## src/rtl/core/sam_pkg.sv

```systemverilog
// ============================================================================
// sam_pkg
// Shared types and constants for the stack accumulator machine: sizes,
// opcodes, result kinds, sequencer states and the structs between modules.
// ============================================================================
package sam_pkg;

    // Stack sizing; the address and count widths follow from the depth.
    localparam int unsigned STACK_DEPTH = 32;
    localparam int unsigned ADDR_W      = $clog2(STACK_DEPTH);
    localparam int unsigned CNT_W       = $clog2(STACK_DEPTH + 1);
    localparam int unsigned DATA_W      = 16;
    localparam int unsigned FIELD_W     = 12;
    localparam int unsigned OPC_W       = 4;

    // Opcodes held in the top four bits of a word.
    localparam logic [OPC_W-1:0] OPC_ADD   = 4'h1;
    localparam logic [OPC_W-1:0] OPC_SUB   = 4'h2;
    localparam logic [OPC_W-1:0] OPC_LOAD  = 4'h3;
    localparam logic [OPC_W-1:0] OPC_STORE = 4'h4;
    localparam logic [OPC_W-1:0] OPC_IMM   = 4'h5;
    localparam logic [OPC_W-1:0] OPC_SHOW  = 4'hF;

    // Input item operations.
    localparam logic OP_PUSH = 1'b0;
    localparam logic OP_RUN  = 1'b1;

    // Result kinds.
    typedef enum logic [2:0] {
        KIND_PUSHED  = 3'd0,
        KIND_FULL    = 3'd1,
        KIND_SHOW    = 3'd2,
        KIND_DONE    = 3'd3,
        KIND_BADADDR = 3'd4
    } kind_t;

    // Sequencer states.
    typedef enum logic [2:0] {
        ST_IDLE,
        ST_PUSH,
        ST_FETCH,
        ST_DECODE,
        ST_EXEC,
        ST_DONE
    } state_t;

    // One result beat.
    typedef struct packed {
        kind_t              kind;
        logic [DATA_W-1:0]  value;
        logic               last;
    } res_t;

    // Request to the stack memory for one cycle.
    typedef struct packed {
        logic               we;
        logic [ADDR_W-1:0]  waddr;
        logic [DATA_W-1:0]  wdata;
        logic               re;
        logic [ADDR_W-1:0]  raddr;
    } ram_req_t;

endpackage

```

## src/rtl/core/sam_ram.sv

```systemverilog
// ============================================================================
// sam_ram
// Generic single-write, single-read synchronous RAM with a registered read.
// The read data holds while no read is issued.
// ============================================================================
module sam_ram #(
    parameter  int unsigned WIDTH = 16,
    parameter  int unsigned DEPTH = 32,
    localparam int unsigned AW    = (DEPTH > 1) ? $clog2(DEPTH) : 1
) (
    input  logic             aclk,
    input  logic             we,
    input  logic [AW-1:0]    waddr,
    input  logic [WIDTH-1:0] wdata,
    input  logic             re,
    input  logic [AW-1:0]    raddr,
    output logic [WIDTH-1:0] rdata
);

    logic [WIDTH-1:0] mem_reg [DEPTH];
    logic [WIDTH-1:0] rdata_reg;

    // Write port and registered read port; a read in the same cycle as a
    // write to the same entry returns the old contents.
    always_ff @(posedge aclk) begin
        if (we) begin
            mem_reg[waddr] <= wdata;
        end
        if (re) begin
            rdata_reg <= mem_reg[raddr];
        end
    end

    assign rdata = rdata_reg;

endmodule

```

## src/rtl/core/sam_outbuf.sv

```systemverilog
// ============================================================================
// sam_outbuf
// Output register of the result channel. It takes a result beat from the
// sequencer whenever it is empty or being drained in the same cycle.
// ============================================================================
module sam_outbuf (
    input  logic                          aclk,
    input  logic                          aresetn,
    input  sam_pkg::res_t                 res,
    input  logic                          res_valid,
    output logic                          res_ready,
    output logic                          m_valid,
    input  logic                          m_ready,
    output logic [2:0]                    m_kind,
    output logic [sam_pkg::DATA_W-1:0]    m_value,
    output logic                          m_last
);
    import sam_pkg::*;

    logic m_valid_reg;
    res_t beat_reg;

    assign res_ready = !m_valid_reg || m_ready;

    // Valid flag of the held beat.
    always_ff @(posedge aclk) begin
        if (!aresetn) begin
            m_valid_reg <= 1'b0;
        end else if (res_ready) begin
            m_valid_reg <= res_valid;
        end
    end

    // Payload of the held beat.
    always_ff @(posedge aclk) begin
        if (res_ready && res_valid) begin
            beat_reg <= res;
        end
    end

    assign m_valid = m_valid_reg;
    assign m_kind  = beat_reg.kind;
    assign m_value = beat_reg.value;
    assign m_last  = beat_reg.last;

endmodule

```

## src/rtl/core/sam_ctrl.sv

```systemverilog
// ============================================================================
// sam_ctrl
// Sequencer of the machine. It holds the accumulator, the stack count and
// the written flags of the stack entries, steers the stack memory and
// produces result beats. A run walks the stack top-down, a decode state and an execute state per word.
// ============================================================================
module sam_ctrl (
    input  logic                          aclk,
    input  logic                          aresetn,
    input  logic                          s_valid,
    output logic                          s_ready,
    input  logic                          s_op,
    input  logic [sam_pkg::DATA_W-1:0]    s_data,
    output sam_pkg::ram_req_t             ram_req,
    input  logic [sam_pkg::DATA_W-1:0]    ram_rdata,
    output sam_pkg::res_t                 res,
    output logic                          res_valid,
    input  logic                          res_ready
);
    import sam_pkg::*;

    state_t               state_reg, state_next;
    logic [DATA_W-1:0]    data_reg;
    logic [CNT_W-1:0]     count_reg, count_next;
    logic [DATA_W-1:0]    acc_reg, acc_next;
    logic [STACK_DEPTH-1:0] written_reg;
    logic                 rvalid_reg;
    logic                 fwd_reg;
    logic [DATA_W-1:0]    fwd_data_reg;
    logic [OPC_W-1:0]     opc_reg;
    logic [FIELD_W-1:0]   field_reg;

    logic [DATA_W-1:0]    rd_word;
    logic [OPC_W-1:0]     dec_opc;
    logic [FIELD_W-1:0]   dec_field;
    logic                 dec_noaddr;
    logic                 dec_bad;
    logic [ADDR_W-1:0]    dec_raddr;
    logic                 stack_full;
    logic                 exec_go;
    logic                 dec_latch;

    // Read data as the logic sees it: a forwarded store, an entry never
    // written (reads as zero), or the memory contents.
    always_comb begin
        if (fwd_reg) begin
            rd_word = fwd_data_reg;
        end else if (rvalid_reg) begin
            rd_word = ram_rdata;
        end else begin
            rd_word = '0;
        end
    end

    // Decode of the top-of-stack word.
    assign dec_opc    = rd_word[DATA_W-1 -: OPC_W];
    assign dec_field  = rd_word[FIELD_W-1:0];
    assign dec_noaddr = (dec_opc == OPC_IMM) || (dec_opc == OPC_SHOW);
    assign dec_bad    = !dec_noaddr && (dec_field >= FIELD_W'(STACK_DEPTH));

    always_comb begin
        if (dec_opc == OPC_SHOW) begin
            dec_raddr = ADDR_W'(STACK_DEPTH - 1);
        end else if (dec_noaddr) begin
            dec_raddr = '0;
        end else begin
            dec_raddr = dec_field[ADDR_W-1:0];
        end
    end

    assign stack_full = (count_reg == CNT_W'(STACK_DEPTH));
    assign exec_go    = (opc_reg != OPC_SHOW) || res_ready;

    // Next state.
    always_comb begin
        state_next = state_reg;
        case (state_reg)
            ST_IDLE: begin
                if (s_valid) begin
                    state_next = (s_op == OP_RUN) ? ST_FETCH : ST_PUSH;
                end
            end
            ST_PUSH: begin
                if (res_ready) begin
                    state_next = ST_IDLE;
                end
            end
            ST_FETCH: begin
                state_next = (count_reg == '0) ? ST_DONE : ST_DECODE;
            end
            ST_DECODE: begin
                if (!dec_bad) begin
                    state_next = ST_EXEC;
                end else if (res_ready) begin
                    state_next = ST_IDLE;
                end
            end
            ST_EXEC: begin
                if (exec_go) begin
                    state_next = (count_reg == CNT_W'(1)) ? ST_DONE : ST_DECODE;
                end
            end
            ST_DONE: begin
                if (res_ready) begin
                    state_next = ST_IDLE;
                end
            end
            default: begin
                state_next = ST_IDLE;
            end
        endcase
    end

    // Outputs: handshake, memory requests, result beats and datapath updates.
    always_comb begin
        s_ready    = 1'b0;
        ram_req    = '0;
        res        = '{kind: KIND_DONE, value: acc_reg, last: 1'b1};
        res_valid  = 1'b0;
        count_next = count_reg;
        acc_next   = acc_reg;
        dec_latch  = 1'b0;
        case (state_reg)
            ST_IDLE: begin
                s_ready = 1'b1;
            end
            ST_PUSH: begin
                res_valid = 1'b1;
                res.value = data_reg;
                res.kind  = stack_full ? KIND_FULL : KIND_PUSHED;
                if (res_ready && !stack_full) begin
                    ram_req.we    = 1'b1;
                    ram_req.waddr = count_reg[ADDR_W-1:0];
                    ram_req.wdata = data_reg;
                    count_next    = count_reg + CNT_W'(1);
                end
            end
            ST_FETCH: begin
                if (count_reg != '0) begin
                    ram_req.re    = 1'b1;
                    ram_req.raddr = ADDR_W'(count_reg - CNT_W'(1));
                end
            end
            ST_DECODE: begin
                if (dec_bad) begin
                    res_valid = 1'b1;
                    res.kind  = KIND_BADADDR;
                    res.value = DATA_W'(dec_field);
                end else begin
                    ram_req.re    = 1'b1;
                    ram_req.raddr = dec_raddr;
                    dec_latch     = 1'b1;
                end
            end
            ST_EXEC: begin
                if (opc_reg == OPC_SHOW) begin
                    res_valid = 1'b1;
                    res.kind  = KIND_SHOW;
                    res.value = rd_word;
                    res.last  = 1'b0;
                end
                if (exec_go) begin
                    case (opc_reg)
                        OPC_ADD:   acc_next = acc_reg + rd_word;
                        OPC_SUB:   acc_next = acc_reg - rd_word;
                        OPC_LOAD:  acc_next = rd_word;
                        OPC_IMM:   acc_next = DATA_W'(field_reg);
                        default:   acc_next = acc_reg;
                    endcase
                    if (opc_reg == OPC_STORE) begin
                        ram_req.we    = 1'b1;
                        ram_req.waddr = field_reg[ADDR_W-1:0];
                        ram_req.wdata = acc_reg;
                    end
                    count_next = count_reg - CNT_W'(1);
                    // Fetch the next word while this one retires.
                    if (count_reg != CNT_W'(1)) begin
                        ram_req.re    = 1'b1;
                        ram_req.raddr = ADDR_W'(count_reg - CNT_W'(2));
                    end
                end
            end
            ST_DONE: begin
                res_valid = 1'b1;
            end
            default: begin
                s_ready = 1'b0;
            end
        endcase
    end

    // Control registers.
    always_ff @(posedge aclk) begin
        if (!aresetn) begin
            state_reg   <= ST_IDLE;
            count_reg   <= '0;
            acc_reg     <= '0;
            written_reg <= '0;
        end else begin
            state_reg <= state_next;
            count_reg <= count_next;
            acc_reg   <= acc_next;
            if (ram_req.we) begin
                written_reg[ram_req.waddr] <= 1'b1;
            end
        end
    end

    // Accepted item, decoded word, and read-side bookkeeping. A read issued
    // alongside a write to the same entry takes the written data instead.
    always_ff @(posedge aclk) begin
        if (s_valid && s_ready) begin
            data_reg <= s_data;
        end
        if (dec_latch) begin
            opc_reg   <= dec_opc;
            field_reg <= dec_field;
        end
        if (ram_req.re) begin
            rvalid_reg   <= written_reg[ram_req.raddr];
            fwd_reg      <= ram_req.we && (ram_req.waddr == ram_req.raddr);
            fwd_data_reg <= ram_req.wdata;
        end
    end

endmodule

```

## src/rtl/core/stack_accumulator_machine_top.sv

```systemverilog
// ============================================================================
// stack_accumulator_machine_top
// 16-bit accumulator machine whose memory is a bounded stack of words.
//
//   Channel | Ports                       | Beat carries
//   --------+-----------------------------+------------------------------------
//   input   | s_valid s_ready s_op s_data | push a word, or run the stack
//   result  | m_valid m_ready m_kind      | pushed/full/display/done/bad addr,
//           | m_value m_last              | value, last beat of the item
//
// A push gives its result from the PUSH state via the result register. A run
// passes FETCH, then DECODE and EXEC per word executed, then DONE, set by the
// single read port of the stack memory: each word needs one read for itself
// and one for its operand. Reset clears the stack count, accumulator and
// per-entry written flags directly; no clearing pass runs. A stalled result
// channel holds the sequencer; a new item is taken while a result still waits.
// ============================================================================
module stack_accumulator_machine_top (
    input  logic                          aclk,
    input  logic                          aresetn,
    input  logic                          s_valid,
    output logic                          s_ready,
    input  logic                          s_op,
    input  logic [sam_pkg::DATA_W-1:0]    s_data,
    output logic                          m_valid,
    input  logic                          m_ready,
    output logic [2:0]                    m_kind,
    output logic [sam_pkg::DATA_W-1:0]    m_value,
    output logic                          m_last
);
    import sam_pkg::*;

    ram_req_t          ram_req;
    logic [DATA_W-1:0] ram_rdata;
    res_t              res;
    logic              res_valid;
    logic              res_ready;

    // Sequencer.
    sam_ctrl u_ctrl (
        .aclk      (aclk),
        .aresetn   (aresetn),
        .s_valid   (s_valid),
        .s_ready   (s_ready),
        .s_op      (s_op),
        .s_data    (s_data),
        .ram_req   (ram_req),
        .ram_rdata (ram_rdata),
        .res       (res),
        .res_valid (res_valid),
        .res_ready (res_ready)
    );

    // Stack memory.
    sam_ram #(
        .WIDTH (DATA_W),
        .DEPTH (STACK_DEPTH)
    ) u_stack (
        .aclk  (aclk),
        .we    (ram_req.we),
        .waddr (ram_req.waddr),
        .wdata (ram_req.wdata),
        .re    (ram_req.re),
        .raddr (ram_req.raddr),
        .rdata (ram_rdata)
    );

    // Result register.
    sam_outbuf u_outbuf (
        .aclk      (aclk),
        .aresetn   (aresetn),
        .res       (res),
        .res_valid (res_valid),
        .res_ready (res_ready),
        .m_valid   (m_valid),
        .m_ready   (m_ready),
        .m_kind    (m_kind),
        .m_value   (m_value),
        .m_last    (m_last)
    );

endmodule

```

## config.mk

```make
export PLATFORM = sky130hd
export DESIGN_NAME = stack_accumulator_machine_top
export DESIGN_NICKNAME = d
export VERILOG_FILES = /design/src/rtl/core/sam_pkg.sv /design/src/rtl/core/sam_ram.sv /design/src/rtl/core/sam_outbuf.sv /design/src/rtl/core/sam_ctrl.sv /design/src/rtl/core/stack_accumulator_machine_top.sv
export SDC_FILE = /design/constraint.sdc
export NUM_CORES = 1
export LEC_CHECK = 0
export BUFFER_PORTS_ARGS = -buffer_cell sky130_fd_sc_hd__buf_2
export CAP_MARGIN = 20
export CELL_PAD_IN_SITES_DETAIL_PLACEMENT = 1
export CELL_PAD_IN_SITES_GLOBAL_PLACEMENT = 1
export CORE_ASPECT_RATIO = 1.25
export CORE_MARGIN = 2
export CORE_UTILIZATION = 48
export DETAILED_ROUTE_END_ITERATION = 10
export HOLD_SLACK_MARGIN = 0.15
export PLACE_DENSITY = 0.76
export SYNTH_ARGS = -nofsm -noshare
export SYNTH_HDL_FRONTEND = slang
export SYNTH_HIERARCHICAL = 1
export SYNTH_SLANG_ARGS = --single-unit
```

## constraint.sdc

```tcl
create_clock -name aclk -period 4.2 [get_ports aclk]
set_clock_uncertainty 0.2 [all_clocks]
set_input_delay 1.26 -clock aclk [delete_from_list [all_inputs] [get_ports aclk]]
set_output_delay 1.26 -clock aclk [all_outputs]
set_load 0.01 [all_outputs]
```

* Yosys cells after proc, flatten, opt, wreduce, memory -nomap -nowiden *
Memories as Yosys holds them, arrays and structs flattened. A register that Yosys moved wholly into a read port is not among the register bits.
Index checks and enable logic that the tools add are counted.

word-level totals
  memory bits (writable) = 512
  register bits = 128
  memories = 1

memories
  memory           depth  bits a word  read ports  clocked after memory_dff  write ports  line           source
  u_stack.mem_reg  32     16           1           1                         1            sam_ram.sv:20  logic [WIDTH-1:0] mem_reg [DEPTH];

operators by class
  add/subtract/negate cells = 5
  bitwise operators = 1
  $lt $le $gt $ge = 4
  multiplexer cells = 40
  reductions and logical operators = 21
  equal/unequal tests = 21

operator list
  operator                                                    number
  one-hot mux 16 bit (4 select lines)                         1
  one-hot mux 19 bit (3 select lines)                         1
  two-way mux 22 bit                                          2
  one-hot mux 22 bit (2 select lines)                         1
  two-way mux 16 bit                                          2
  bitwise OR 32 bit                                           1
  two-way mux 6 bit                                           5
  two-way mux 28 bit                                          1
  two-way mux 19 bit                                          1
  two-way mux 18 bit                                          1
  two-way mux 3 bit                                           6
  one-hot mux 6 bit (3 select lines)                          1
  adder 16 bit                                                1
  subtractor 16 bit                                           1
  one-hot mux 3 bit (5 select lines)                          1
  == test 4 x 3 -> 1 bit, second input constant               3
  >= comparator 12 x 6 -> 1 bit, second input constant        1
  less-than comparator 5 x 6 -> 1 bit, second input constant  2
  one-hot mux 6 bit (2 select lines)                          1
  two-way mux 1 bit                                           10
  two-way mux 5 bit                                           2
  == test 4 x 2 -> 1 bit, second input constant               2
  == test 4 bit, second input constant                        2
  adder 6 x 1 -> 6 bit, second input constant                 1
  other kinds (29)                                            42

* Logic depth before layout (Yosys ltp) *
Gate-level depths: netlist of the first run.

  depth after elaboration = 10
  depth in mapped cells = 19
  gate-level depth less buffers = 17

* Cells and area by module *
The synthesis of the first run kept the hierarchy.

by module, submodules not included
  module      area an instance (µm²)  seq. area each (µm²)  times used  cells an instance
  sam_ram     20696.1                 15855.2               1           1143
  sam_ctrl    6869.1                  2642.5                1           765
  sam_outbuf  658.1                   620.6                 1           25

* Least setup slack after synthesis of the first run *
Ideal clock, no wire load.

  path type = in2reg
  start = input port m_ready
  end = memory u_stack.mem_reg[10][0] (enable)
  stages = 9
  data arrival time = 3742 ps
  buffers on the path = 2
  setup slack = -131 ps
  path through = nand2b_4 -> inv_1 -> a31oi_1 -> and2_1 -> buf_2 -> a22o_1 -> buf_2 -> or3b_2 -> nor2_1

RTL lines
  item                line                                 source
  start: declaration  stack_accumulator_machine_top.sv:26  input logic m_ready,
  end: declaration    sam_ram.sv:20

==> results of run 1 <==
-- placed cells by master (no fill, tap or decap), drive strengths merged, types with 13 or more instances in the layout --
master,synthesis,layout
nor2,103,103
dfxtp,58,58
nor3,33,33
nor2b,27,27
buf,71,213
a31oi,32,32
inv,44,45
nand2,71,71
xnor2,31,31
ha,23,23
o21ai,60,60
a22o,39,39
edfxtp,598,598
a21oi,93,93
a221o,14,14
clkbuf,40,92
a32o,16,16
nand4,28,28
a22oi,83,83
nand3,53,53
o21a,18,18
o211ai,13,13
clkinv,0,23
mux2i,258,258
and2,18,18
-- metrics by stage --
| stage | cells | setup TNS (ns) | instance area [um2] | power (mW) | setup slack (ns) |
|---|---|---|---|---|---|
| finish | 2920 | 0 | 32650 | 16.22 | 0.03845 |
| global route | 2920 | -0.08643 | 32650 | 16.69 | -0.02438 |
| CTS | 2918 | 0 | 32540 | 16.26 | 0.004669 |
| detailed placement | 2791 | -2.140 | 30260 | 10.15 | -0.3112 |
| global placement | 2791 | -1.384 | 30260 | 10.05 | -0.2898 |
| floorplan | 1933 | -22.22 | 28230 | 9.095 | -0.1308 |
-- worst max-delay path: cells and delay by family, from the launching register on --
family	cells	cell delay (ns)
AO/OA/AOI/OAI	5	1.00
adder cells (fa/ha/maj)	1	0.23
buffers and inverters	4	0.71
flip-flops	1	0.40
AND/OR/NAND/NOR	4	1.44
-- cells by family (layout without fill, tap and decap cells) --
| group | after synthesis | count (layout) |
|---|---|---|
| AO/OA/AOI/OAI | 424 | 424 |
| XOR/XNOR | 37 | 37 |
| adder cells (fa/ha/maj) | 24 | 24 |
| buffers and inverters | 155 | 385 |
| flip-flops | 656 | 656 |
| multiplexers | 262 | 262 |
| AND/OR/NAND/NOR | 375 | 375 |
-- cell type report --
cell class                 count  area, um2
sequential                   656      19120
inverter                      44      175.2
timing repair buffer         214       1839
tap                          757      947.2
clock inverter                36      335.3
fill                        5570      25570
multi-input combinational   1122       8335
clock buffer                  91       1894
-- layer usage --
layer | global-route usage, % | routed length [um] | vias to the layer above
met5 | 0 | 0 | -
li1 | - | - | 7890
met2 | 48.55 | 43000 | 646
met4 | 16.09 | 4654 | 0
met3 | 3.546 | 3876 | 217
met1 | 30.59 | 30660 | 9359
-- what timing repair did --
| action | CTS | global route |
|---|---|---|
| hold buffers | 0 | 0 |
| endpoints found under the hold margin | 0 | 0 |
| resized for setup | 9 | 17 |
| cloned | 0 | 1 |
| pin swaps | 0 | 2 |
| endpoints found under the setup margin | 10 | 19 |
| buffers inserted | 0 | 1 |
-- power by group --
group	switching, mW	leakage (nW)	internal [mW]	total, mW
Sequential	0.0859	6.04	7.40	7.49
Combinational	1.72	3.75	0.921	2.64
Clock	2.59	1.07	3.50	6.09
-- worst min path at each step --
stage	startpoint	end	slack [ns]	cells past startpoint
floorplan	u_ctrl/written_reg[5]	u_ctrl/written_reg[5]	0.23	1
global placement	u_ctrl/written_reg[16]	u_ctrl/written_reg[16]	0.24	1
detailed placement	u_ctrl/written_reg[16]	u_ctrl/written_reg[16]	0.25	1
CTS	u_ctrl/written_reg[10]	u_ctrl/written_reg[10]	0.27	1
global route	u_ctrl/written_reg[10]	u_ctrl/written_reg[10]	0.30	1
finish	u_ctrl/written_reg[4]	u_ctrl/written_reg[4]	0.27	1
==> summary.log, run 1 <==
[route] number of violations reported at the end of detailed-routing iteration 0 1382
[timing] slew of the pin with the lowest slew margin 1.041 ns
[logic_synthesis] mux contribution to synthesized area 9.310%
[setup_path] nature of the critical path endpoint register
[logic_synthesis] most frequent cell after synthesis edfxtp_1
[placed_design] DP HPWL 53180 um
[logic_synthesis] FF+latch count, synth 656
[logic_synthesis] basic-gate share of the synthesized area counting and, or, nand and nor cells 6.676%
[global_routing] Total Routing Usage GR 26.90%
[power_and_ir_drop] Static Leak 10.86 nW
[power_and_ir_drop] VDD IR-drop max 378.0 uV
[global_routing] wire length of the first global-routing pass 123000 um
[clock_network] clock transition at the register clock pins on the worst setup and hold paths after CTS 0.07 ns
[layout] final layout net count 2152
[setup_path] cell with the largest stage delay on the worst path or4b_1
[logic_synthesis] cell taking the most area after synthesis edfxtp_1
[timing] Slew Limit Fails 0
[setup_path] Worst R2R Start u_ctrl/count_reg[1]
[clock_network] Inserted Clock Buffers 69
[setup_path] last element of the critical path u_stack/rdata[5]
[logic_synthesis] Ys Warns 6
[setup_path] startpoint kind of the worst setup timing path register
[layout] max reg flops 512
[setup_path] endpoint of the lowest-slack register-to-register path u_stack/rdata[5]
[layout] fraction of final layout cells sized beyond drive strength 1 17.85%
[placed_design] Final GP Congestion 0.9195
[setup_path] worst-path fanout max 48
[global_routing] number of antenna violations at the first check in global routing 0
[setup_path] length in cells of the worst reg-to-reg path 14
[logic_synthesis] cell count after synthesis 1933
[die] width of the die 220.9 um
[logic_synthesis] share of the synthesized area in the top cell type 63.63%
[clock_network] library cell used as clock root buffer clkbuf_16
[logic_synthesis] post-synthesis cell type count 85
[logic_synthesis] compound-cell area share of the yosys netlist 10.77%
[flow_run] maxcap violations 0
[setup_path] cell-by-cell trace of the critical path inv_2 -> ha_1 -> or4b_1 -> o21ai_4 -> buf_4 -> o22ai_1 -> a31oi_2 -> inv_2 -> and2_2 -> buf_12 -> a22o_1 -> nor3_1 -> a31oi_1 -> nand3_1
[clock_network] TritonCTS clock tree done
[logic_synthesis] main combinational cell family by area after synthesis compound AO/OA/AOI/OAI gates
[logic_synthesis] number of enable-type register cells in the synthesized netlist 598
[die] starting density of the core 48.48%
[route] routed wire length 82190 um
[status] status completed
[layout] # diodes 0
[clock_network] count of clock tree sinks 656
[logic_synthesis] cell types with the largest area share after synthesis edfxtp_1, mux2i_1, dfxtp_1
[logic_synthesis] adder and majority gate portion of the synthesized area 1.091%
[logic_synthesis] xor and xnor fraction of the mapped netlist area 1.148%
[timing] fraction of the cycle the final worst path needs 99.08%
[route] detail-routed net length per standard cell 28.15 um
[logic_synthesis] mean instance size in the synthesized netlist 14.60 um2
[logic_synthesis] sequential-to-total area share from yosys stat 67.74%
[setup_path] Worst Path Required 4.48 ns
[route] overall via count from detail_route 18110
[die] overall die area 60770 um2
[logic_synthesis] Top FF cell, synth edfxtp_1
[timing] minimum period implied by the final worst setup slack 4.162 ns
[timing] Final Setup Violations 0
[power_and_ir_drop] power density cells 496.9 nW/um2
[clock_network] clock buffer depth 3
[setup_path] delay contributed by the slowest stage of the critical path 0.55 ns
[setup_path] arrival time at the worst endpoint 4.45 ns
[setup_path] slack of the worst reg-to-reg path 0.04 ns
[route] router iterations before antenna repair 7
[route] antenna-violating nets left 0
[timing] peak clock frequency supported by timing 0.2403 GHz
[setup_path] Worst Setup SP u_ctrl/count_reg[1]
[layout] utilization after layout 56.07%
[setup_path] critical path's most frequent cell inv_2
[die] Cell Rows 99
[logic_synthesis] proportion of register bits with asynchronous set or reset after synthesis 0%
[logic_synthesis] Synth Net Count 1978
[die] top-level port count 43
[timing] Hold Fails Final Rpt 0
[hold_path] path class of the lowest-slack min-delay path register to register
[die] overall die height 275.1 um
[logic_synthesis] Netlist Area Pre-Place 28220 um2
[clock_network] CTS H-tree depth 3
[global_routing] total global routing overflow 0
[die] placeable core area 58220 um2
[route] DRC violations left 0
[layout] synthesis-to-finish area growth 15.67%
[setup_path] critical path class register to register
[placed_design] Buffers on Ports 42
[logic_synthesis] top cells by instance count after synthesis edfxtp_1, mux2i_1, nor2_1, a21oi_1, a22oi_1
[global_routing] via count of the first global-routing pass 19580
[timing] worst slew slack as a fraction of its limit 30.61%
[global_routing] largest net degree at the start of global routing 49
[route] vias per cell 6.203
[clock_network] clock insertion delay at the later pin of the skew report 0.62 ns
[timing] Worst Hold Margin 0.2704 ns
(Power assumes the default switching activity.)
==> run 2, diff against run 1 <==
ABC_AREA = 1   (was unset)
CORE_MARGIN = 4   (was 2)
CORE_UTILIZATION = 46   (was 48)
PLACE_DENSITY = 0.77   (was 0.76)
RECOVER_POWER = 25   (was unset)
==> summary.log, run 2 <==
[setup_path] startpoint kind of the worst setup timing path register
[clock_network] library cell used as clock root buffer clkbuf_16
[die] placeable core area 62150 um2 [+6.8%]
[power_and_ir_drop] PnR Total Power 15.85 mW [-2.3%]
[layout] max reg flops 512 [unchanged]
[setup_path] Worst R2R Start u_ctrl/fwd_reg
[timing] unrepaired setup endpoints after global routing false
[setup_path] cell-by-cell trace of the critical path buf_4 -> a22oi_1 -> buf_4 -> nand2_1 -> nor2_1 -> nor2_1 -> xor2_1 -> inv_1 -> ha_1 -> a21o_1 -> a21oi_1 -> o21ai_0 -> a21boi_1 -> inv_1 -> or2_2 -> nand3_1 -> a21oi_1
[logic_synthesis] proportion of register bits with asynchronous set or reset after synthesis 0% [unchanged]
[timing] worst slew slack as a fraction of its limit 27.92% [-2.7 points]
[global_routing] via count of the first global-routing pass 22890 [+17%]
[global_routing] number of antenna violations at the first check in global routing 0 [unchanged]
[die] overall die area 66950 um2 [+10%]
[power_and_ir_drop] portion of total power attributed to combinational logic 15.5% [-0.8 points]
[layout] final layout net count 2886 [+34%]
[setup_path] nature of the critical path endpoint register
[global_routing] Total Routing Usage GR 26.30% [-0.60 points]
[logic_synthesis] most frequent cell after synthesis nand2_1
[setup_path] endpoint of the lowest-slack register-to-register path u_ctrl/acc_reg[10]
[setup_path] Worst Path Required 4.50 ns [+0.02 ns]
[logic_synthesis] top cells by instance count after synthesis nand2_1, edfxtp_1, nand3_1, inv_1, nor2_1
[route] vias per cell 5.743 [-7.4%]
[timing] slew of the pin with the lowest slew margin 1.081 ns [+0.04031 ns]
[global_routing] largest net degree at the start of global routing 76 [+55%]
[power_and_ir_drop] share of total power in sequential cells 46.9% [+0.7 points]
[status] status completed
[setup_path] arrival time at the worst endpoint 4.22 ns [-0.23 ns]
[layout] leading cell type in the layout, fill and taps excluded nand2_1
[die] width of the die 232.2 um [+5.1%]
[timing] minimum period implied by the final worst setup slack 3.919 ns [-0.2423 ns]
[setup_path] cell with the largest stage delay on the worst path edfxtp_1
[layout] count of filler cells inserted in the layout 6688 [+20%]
[die] overall die height 288.3 um [+4.8%]
[route] routed wire length 88130 um [+7.2%]
[layout] commonest non-fill, non-tap cells in the layout nand2_1, edfxtp_1, nand3_1
[power_and_ir_drop] VDD IR-drop max 314.4 uV [-17%]
[layout] footprint of the flip-flops and latches 19120 um2 [unchanged]
[power_and_ir_drop] power density cells 487.6 nW/um2 [-1.9%]
[global_routing] wire length of the first global-routing pass 134800 um [+9.6%]
[die] top-level port count 43 [unchanged]
[logic_synthesis] Top FF cell, synth edfxtp_1
[timing] Slew Limit Fails 0 [unchanged]
[setup_path] critical path class register to register
[timing] peak clock frequency supported by timing 0.2551 GHz [+6.2%]
[route] detail-routed net length per standard cell 23.67 um [-16%]
[hold_path] path class of the lowest-slack min-delay path register to register
[logic_synthesis] FF+latch count, synth 656 [unchanged]
[logic_synthesis] mean instance size in the synthesized netlist 10.51 um2 [-28%]
[setup_path] worst-path fanout max 19 [-60%]
[power_and_ir_drop] power spent charging and discharging nets 4.362 mW [-0.71%]
[route] antenna-violating nets left 0 [unchanged]
[timing] Final Setup Violations 0 [unchanged]
[layout] multi-input gate area in the final layout 8398 um2 [+0.75%]
[global_routing] total global routing overflow 0 [unchanged]
[logic_synthesis] share of the synthesized area in the top cell type 62.11% [-1.5 points]
[logic_synthesis] number of enable-type register cells in the synthesized netlist 598 [unchanged]
[timing] Worst Hold Margin 0.2587 ns [-0.01167 ns]
[timing] Hold Fails Final Rpt 0 [unchanged]
[logic_synthesis] Ys Warns 6 [unchanged]
[layout] utilization after layout 52.30% [-3.8 points]
[clock_network] count of clock tree sinks 656 [unchanged]
[die] starting density of the core 46.52% [-2.0 points]
[setup_path] CP bufs+invs 4 [unchanged]
[setup_path] delay contributed by the slowest stage of the critical path 0.49 ns [-0.06 ns]
[clock_network] Inserted Clock Buffers 66 [-4.3%]
[placed_design] DP HPWL 56200 um [+5.7%]
[logic_synthesis] cell count after synthesis 2751 [+42%]
[power_and_ir_drop] Clock power frac 37.6% [about the same]
[route] router iterations before antenna repair 5 [-2]
[layout] synthesis-to-finish area growth 12.42%
[timing] fraction of the cycle the final worst path needs 93.32% [-5.8 points]
[setup_path] Worst Setup SP u_ctrl/fwd_reg
[logic_synthesis] Synth Net Count 2796 [+41%]
[layout] fraction of final layout cells sized beyond drive strength 1 9.619% [-8.2 points]
[placed_design] Buffers on Ports 42 [unchanged]
[logic_synthesis] cell taking the most area after synthesis edfxtp_1
[logic_synthesis] Netlist Area Pre-Place 28910 um2 [+2.4%]
[clock_network] clock insertion delay at the later pin of the skew report 0.62 ns [about the same]
[setup_path] critical path depth 17 [+3]
[clock_network] clock transition at the register clock pins on the worst setup and hold paths after CTS 0.06 ns [about the same]
[setup_path] slack of the worst reg-to-reg path 0.28 ns [+0.24 ns]
[die] Cell Rows 102 [+3.0%]
[route] DRC violations left 0 [unchanged]
[logic_synthesis] sequential-to-total area share from yosys stat 66.12% [-1.6 points]
[clock_network] CTS H-tree depth 3 [unchanged]
[clock_network] TritonCTS clock tree done
[clock_network] count of hold-fix buffers inserted at cts 0 [unchanged]
[power_and_ir_drop] Static Leak 12.30 nW [+13%]
[setup_path] last element of the critical path u_ctrl/acc_reg[10]
[setup_path] category of cells accounting for the largest share of critical-path delay compound AO/OA/AOI/OAI gates
[route] overall via count from detail_route 21380 [+18%]
[flow_run] maxcap violations 0 [unchanged]
[setup_path] length in cells of the worst reg-to-reg path 17 [+3]
[logic_synthesis] post-synthesis cell type count 56 [-34%]
[logic_synthesis] cell types with the largest area share after synthesis edfxtp_1, nand2_1, nand3_1
[clock_network] clock buffer depth 3 [unchanged]
[power_and_ir_drop] switching fraction of total power 27.52% [+0.44 points]
[power_and_ir_drop] cell-internal power 11.49 mW [-2.9%]
[placed_design] Final GP Congestion 0.8837 [-3.9%]
[route] number of violations reported at the end of detailed-routing iteration 0 1713 [+24%]
==> run 2: cell count changes in the layout (fill, tap and decap cells not counted), moves of 22 or more <==
cell | previous run | this run
xnor2_1 | 31 | 3
nand3_1 | 52 | 469
a22oi_1 | 75 | 2
nand4_1 | 28 | 3
nor2b_1 | 24 | 0
buf_2 | 42 | 20
clkbuf_1 | 18 | 41
inv_1 | 30 | 141
buf_4 | 146 | 91
nand2_1 | 71 | 929
a22o_1 | 37 | 0
mux2i_1 | 258 | 0
==> run 2: timing repair <==
action	in CTS	in global routing
setup buffers	0	0
resized for setup	0	13
setup endpoints to repair	0	12
==> run 2: cell families after synthesis <==
group           count (synthesis)  synth area share, %
compound gates                214                4.518
xor+xnor                       24               0.7270
fa+ha+maj                      24                1.065
buf+inv                       292                5.137
flops                         656                66.12
simple gates                 1541                22.43
==> run 2: cell type report <==
class | instances | share of cell area (%)
Sequential cell | 656 | 58.82
Multi-Input combinational cell | 1803 | 25.84
Clock buffer | 84 | 5.385
Timing Repair Buffer | 161 | 3.711
Tap cell | 832 | 3.203
Inverter | 153 | 1.821
Clock inverter | 33 | 1.216
Antenna cell | 1 | 0.007699
==> run 2: through the flow <==
stage	std cells	worst slack [ns]	TNS [ns]	area, um2
final	3723	0.2807	0	32500
after global routing	3722	0.01466	0	32500
after CTS	3721	0.1539	0	32560
after detailed placement	3604	-0.01541	-0.01541	30420
after global placement	3604	0.07863	0	30420
after floorplan	2751	0.4422	0	28910
==> run 2: power by group through the flow <==
stage,clock network (mW),registers [mW],logic [mW]
after floorplan,0,7.57,1.52
after global placement,0,7.57,2.32
after detailed placement,0,7.57,2.41
after CTS,6.09,7.43,2.45
after global routing,6.36,7.44,2.67
final,5.96,7.44,2.45
==> run 2: worst min-delay path by stage <==
| stage | startpoint | end | slack (ns) | depth (start not counted) |
|---|---|---|---|---|
| after floorplan | u_ctrl/written_reg[0] | u_ctrl/written_reg[0] | 0.23 | 2 |
| after global placement | u_ctrl/written_reg[0] | u_ctrl/written_reg[0] | 0.24 | 2 |
| after detailed placement | u_ctrl/written_reg[10] | u_ctrl/written_reg[10] | 0.25 | 2 |
| after CTS | u_ctrl/written_reg[10] | u_ctrl/written_reg[10] | 0.26 | 2 |
| after global routing | u_ctrl/written_reg[6] | u_ctrl/written_reg[6] | 0.28 | 2 |
| final | u_ctrl/written_reg[18] | u_ctrl/written_reg[18] | 0.26 | 2 |
==> run 2: routing by layer <==
layer / track usage (%) / part of all wire, % / vias to the layer above
li1: - / - / 9664
met1: 31.29 / 39 / 10900
met2: 47.74 / 52 / 630
met3: 3.187 / 4.8 / 190
met4: 11.89 / 4.5 / 0
met5: 0 / 0 / -
==> run 2: worst register-to-register path, stage by stage (launching register included) <==
cell	delay [ns]
edfxtp_1	0.49
buf_4	0.26
a22oi_1	0.31
buf_4	0.21
nand2_1	0.06
nor2_1	0.25
nor2_1	0.09
xor2_1	0.14
inv_1	0.07
ha_1	0.35
a21o_1	0.18
a21oi_1	0.25
o21ai_0	0.20
a21boi_1	0.25
inv_1	0.08
or2_2	0.27
nand3_1	0.07
a21oi_1	0.07
==> run 3, diff against run 2 <==
MAX_ROUTING_LAYER = met4   (was unset)
==> summary.log, run 3 (synthesized netlist as in run 2, its figures left out) <==
[timing] Slew Limit Fails 0 [unchanged]
[clock_network] CTS H-tree depth 3 [unchanged]
[timing] worst slew slack as a fraction of its limit 33.05% [+5.1 points]
[route] vias per cell 5.802 [+1.0%]
[status] status completed
[clock_network] clock insertion delay at the later pin of the skew report 0.61 ns [about the same]
[layout] synthesis-to-finish area growth 12.75%
[global_routing] grt met1 use 31.02% [-0.27 points]
[timing] Worst Hold Margin 0.2620 ns [+0.003288 ns]
[layout] # diodes 0 [-1]
[power_and_ir_drop] power density cells 476.1 nW/um2 [-2.4%]
[clock_network] count of hold-fix buffers inserted at cts 0 [unchanged]
[route] overall via count from detail_route 21640 [+1.2%]
[timing] slew of the pin with the lowest slew margin 1.003 ns [-0.07801 ns]
[timing] unrepaired setup endpoints after global routing true
[die] overall die height 288.3 um [unchanged]
[global_routing] number of antenna violations at the first check in global routing 1 [+1]
[route] router iterations before antenna repair 7 [+2]
[clock_network] library cell used as clock root buffer clkbuf_16
[timing] Hold Fails Final Rpt 0 [unchanged]
[timing] minimum period implied by the final worst setup slack 4.082 ns [+0.1628 ns]
[placed_design] Final GP Congestion 0.8928 [+1.0%]
[global_routing] met2 demand-to-capacity share in global routing 48.37% [+0.63 points]
[die] starting density of the core 46.52% [unchanged]
[global_routing] global-route track usage on met3 3.256% [+0.069 points]
[setup_path] nature of the critical path endpoint register
[global_routing] via count of the first global-routing pass 23200 [+1.4%]
[clock_network] clock buffer depth 3 [unchanged]
[layout] max reg flops 512 [unchanged]
[global_routing] Total Routing Usage GR 27.22% [+0.92 points]
[clock_network] TritonCTS clock tree done
[layout] footprint of the flip-flops and latches 19120 um2 [unchanged]
[clock_network] count of clock tree sinks 656 [unchanged]
[setup_path] Worst Path Required 4.47 ns [-0.03 ns]
[flow_run] maxcap violations 0 [unchanged]
[die] overall die area 66950 um2 [unchanged]
[setup_path] worst-path fanout max 46 [+27]
[layout] leading cell type in the layout, fill and taps excluded nand2_1
[placed_design] worst-case setup slack after placement -0.01135 ns [+0.004057 ns]
[placed_design] Buffers on Ports 42 [unchanged]
[power_and_ir_drop] VDD IR-drop max 260.9 uV [-17%]
[die] Cell Rows 102 [unchanged]
[power_and_ir_drop] Static Leak 12.38 nW [+0.68%]
[global_routing] largest net degree at the start of global routing 73 [-3.9%]
[timing] Final Setup Violations 0 [unchanged]
[hold_path] number of instances on the worst hold path 2 [unchanged]
[global_routing] busiest layer in global routing met2
[layout] multi-input gate area in the final layout 8454 um2 [+0.67%]
[setup_path] length in cells of the worst reg-to-reg path 21 [+4]
[die] placeable core area 62150 um2 [unchanged]
[placed_design] number of placed instances with taps included 3605 [+0.028%]
[timing] setup ws final 0.1179 ns [-0.1628 ns]
[route] routed wire length 89230 um [+1.3%]
[die] top-level port count 43 [unchanged]
[setup_path] critical path class register to register
[route] number of violations reported at the end of detailed-routing iteration 0 1812 [+5.8%]
[global_routing] wire length of the first global-routing pass 135600 um [+0.61%]
[route] DRC violations left 0 [unchanged]
[layout] count of filler cells inserted in the layout 6746 [+0.87%]
[timing] peak clock frequency supported by timing 0.2450 GHz [-4.0%]
[clock_network] clock transition at the register clock pins on the worst setup and hold paths after CTS 0.06 ns [about the same]
[layout] post-route insts no fill 3729 [+0.16%]
[layout] utilization after layout 52.45% [+0.15 points]
[setup_path] startpoint kind of the worst setup timing path register
[global_routing] total global routing overflow 0 [unchanged]
[layout] final layout net count 2890 [+0.14%]
[die] width of the die 232.2 um [unchanged]
[layout] fraction of final layout cells sized beyond drive strength 1 11.22% [+1.6 points]
[timing] fraction of the cycle the final worst path needs 97.19% [+3.9 points]
[hold_path] path class of the lowest-slack min-delay path register to register
[placed_design] DP HPWL 56850 um [+1.2%]
[clock_network] Inserted Clock Buffers 67 [+1.5%]
[power_and_ir_drop] PnR Total Power 15.52 mW [-2.1%]
[route] detail-routed net length per standard cell 23.93 um [+1.1%]
[route] antenna-violating nets left 0 [unchanged]
[setup_path] arrival time at the worst endpoint 4.35 ns [+0.13 ns]
[layout] commonest non-fill, non-tap cells in the layout nand2_1, edfxtp_1, nand3_1
-- run 3: cell types whose count changed in the layout (fill, tap and decap cells not counted), sizes merged --
| cell | change |
|---|---|
| bufinv | -7 |
| clkinv | +12 |
| clkbuf | -37 |
| clkinvlp | +1 |
| buf | +37 |
| diode | -1 |
| inv | +1 |
-- run 3: metrics by stage --
step                area [um2]  TNS [ns]
floorplan                28910         0
global placement         30450         0
detailed placement       30470  -0.01135
CTS                      32490         0
global route             32600   -0.1269
finish                   32600         0
-- run 3: final timing paths --
path | startpoint | to | slack, ns
min | u_ctrl/written_reg[18] | u_ctrl/written_reg[18] | 0.26
max reg2reg | u_ctrl/fwd_reg | u_stack/rdata[12] | 0.12
min reg2reg | u_ctrl/written_reg[18] | u_ctrl/written_reg[18] | 0.26
max | u_ctrl/fwd_reg | u_stack/rdata[12] | 0.12
-- run 3: per-layer routing --
| metal | wire (um) | part of all wire [%] | vias to the layer above |
|---|---|---|---|
| li1 | - | - | 9671 |
| met1 | 34200 | 38 | 11000 |
| met2 | 46670 | 52 | 752 |
| met3 | 4663 | 5.2 | 209 |
| met4 | 3693 | 4.1 | 0 |
| met5 | 0 | 0 | - |
-- run 3: area by class of cell --
class | instances | area share, %
sequential | 656 | 58.65
clock inverter | 40 | 0.8329
timing repair buffer | 164 | 4.230
inverter | 153 | 1.792
tap | 832 | 3.193
multi-input combinational | 1803 | 25.93
clock buffer | 81 | 5.370
-- run 3: timing repair --
action | 4_1_cts | 5_1_grt
setup endpoints to repair | 0 | 15
resized for setup | 0 | 10
buffers inserted | 0 | 1
-- run 3: worst max-delay path, stage by stage, from the launching register on --
cell,delay [ns]
edfxtp_1,0.48
buf_4,0.25
inv_2,0.21
nand3_1,0.12
nand2_2,0.13
nand2_1,0.15
nor2_2,0.30
nor2_2,0.11
nand2_2,0.16
nand3_4,0.13
nand2_8,0.13
buf_16,0.23
buf_16,0.26
buf_12,0.24
nand2_1,0.07
nand3_1,0.10
nand3_1,0.09
nand2_1,0.09
nand2_1,0.06
nand2_1,0.12
nand2_1,0.17
nand2_1,0.11
-- run 3: report_power, final --
part	leakage [nW]	switching [mW]	internal, mW
Clock	0.987	2.54	3.07
Combinational	5.55	1.79	0.689
Sequential	5.84	0.0614	7.37
Total	12.4	4.40	11.1
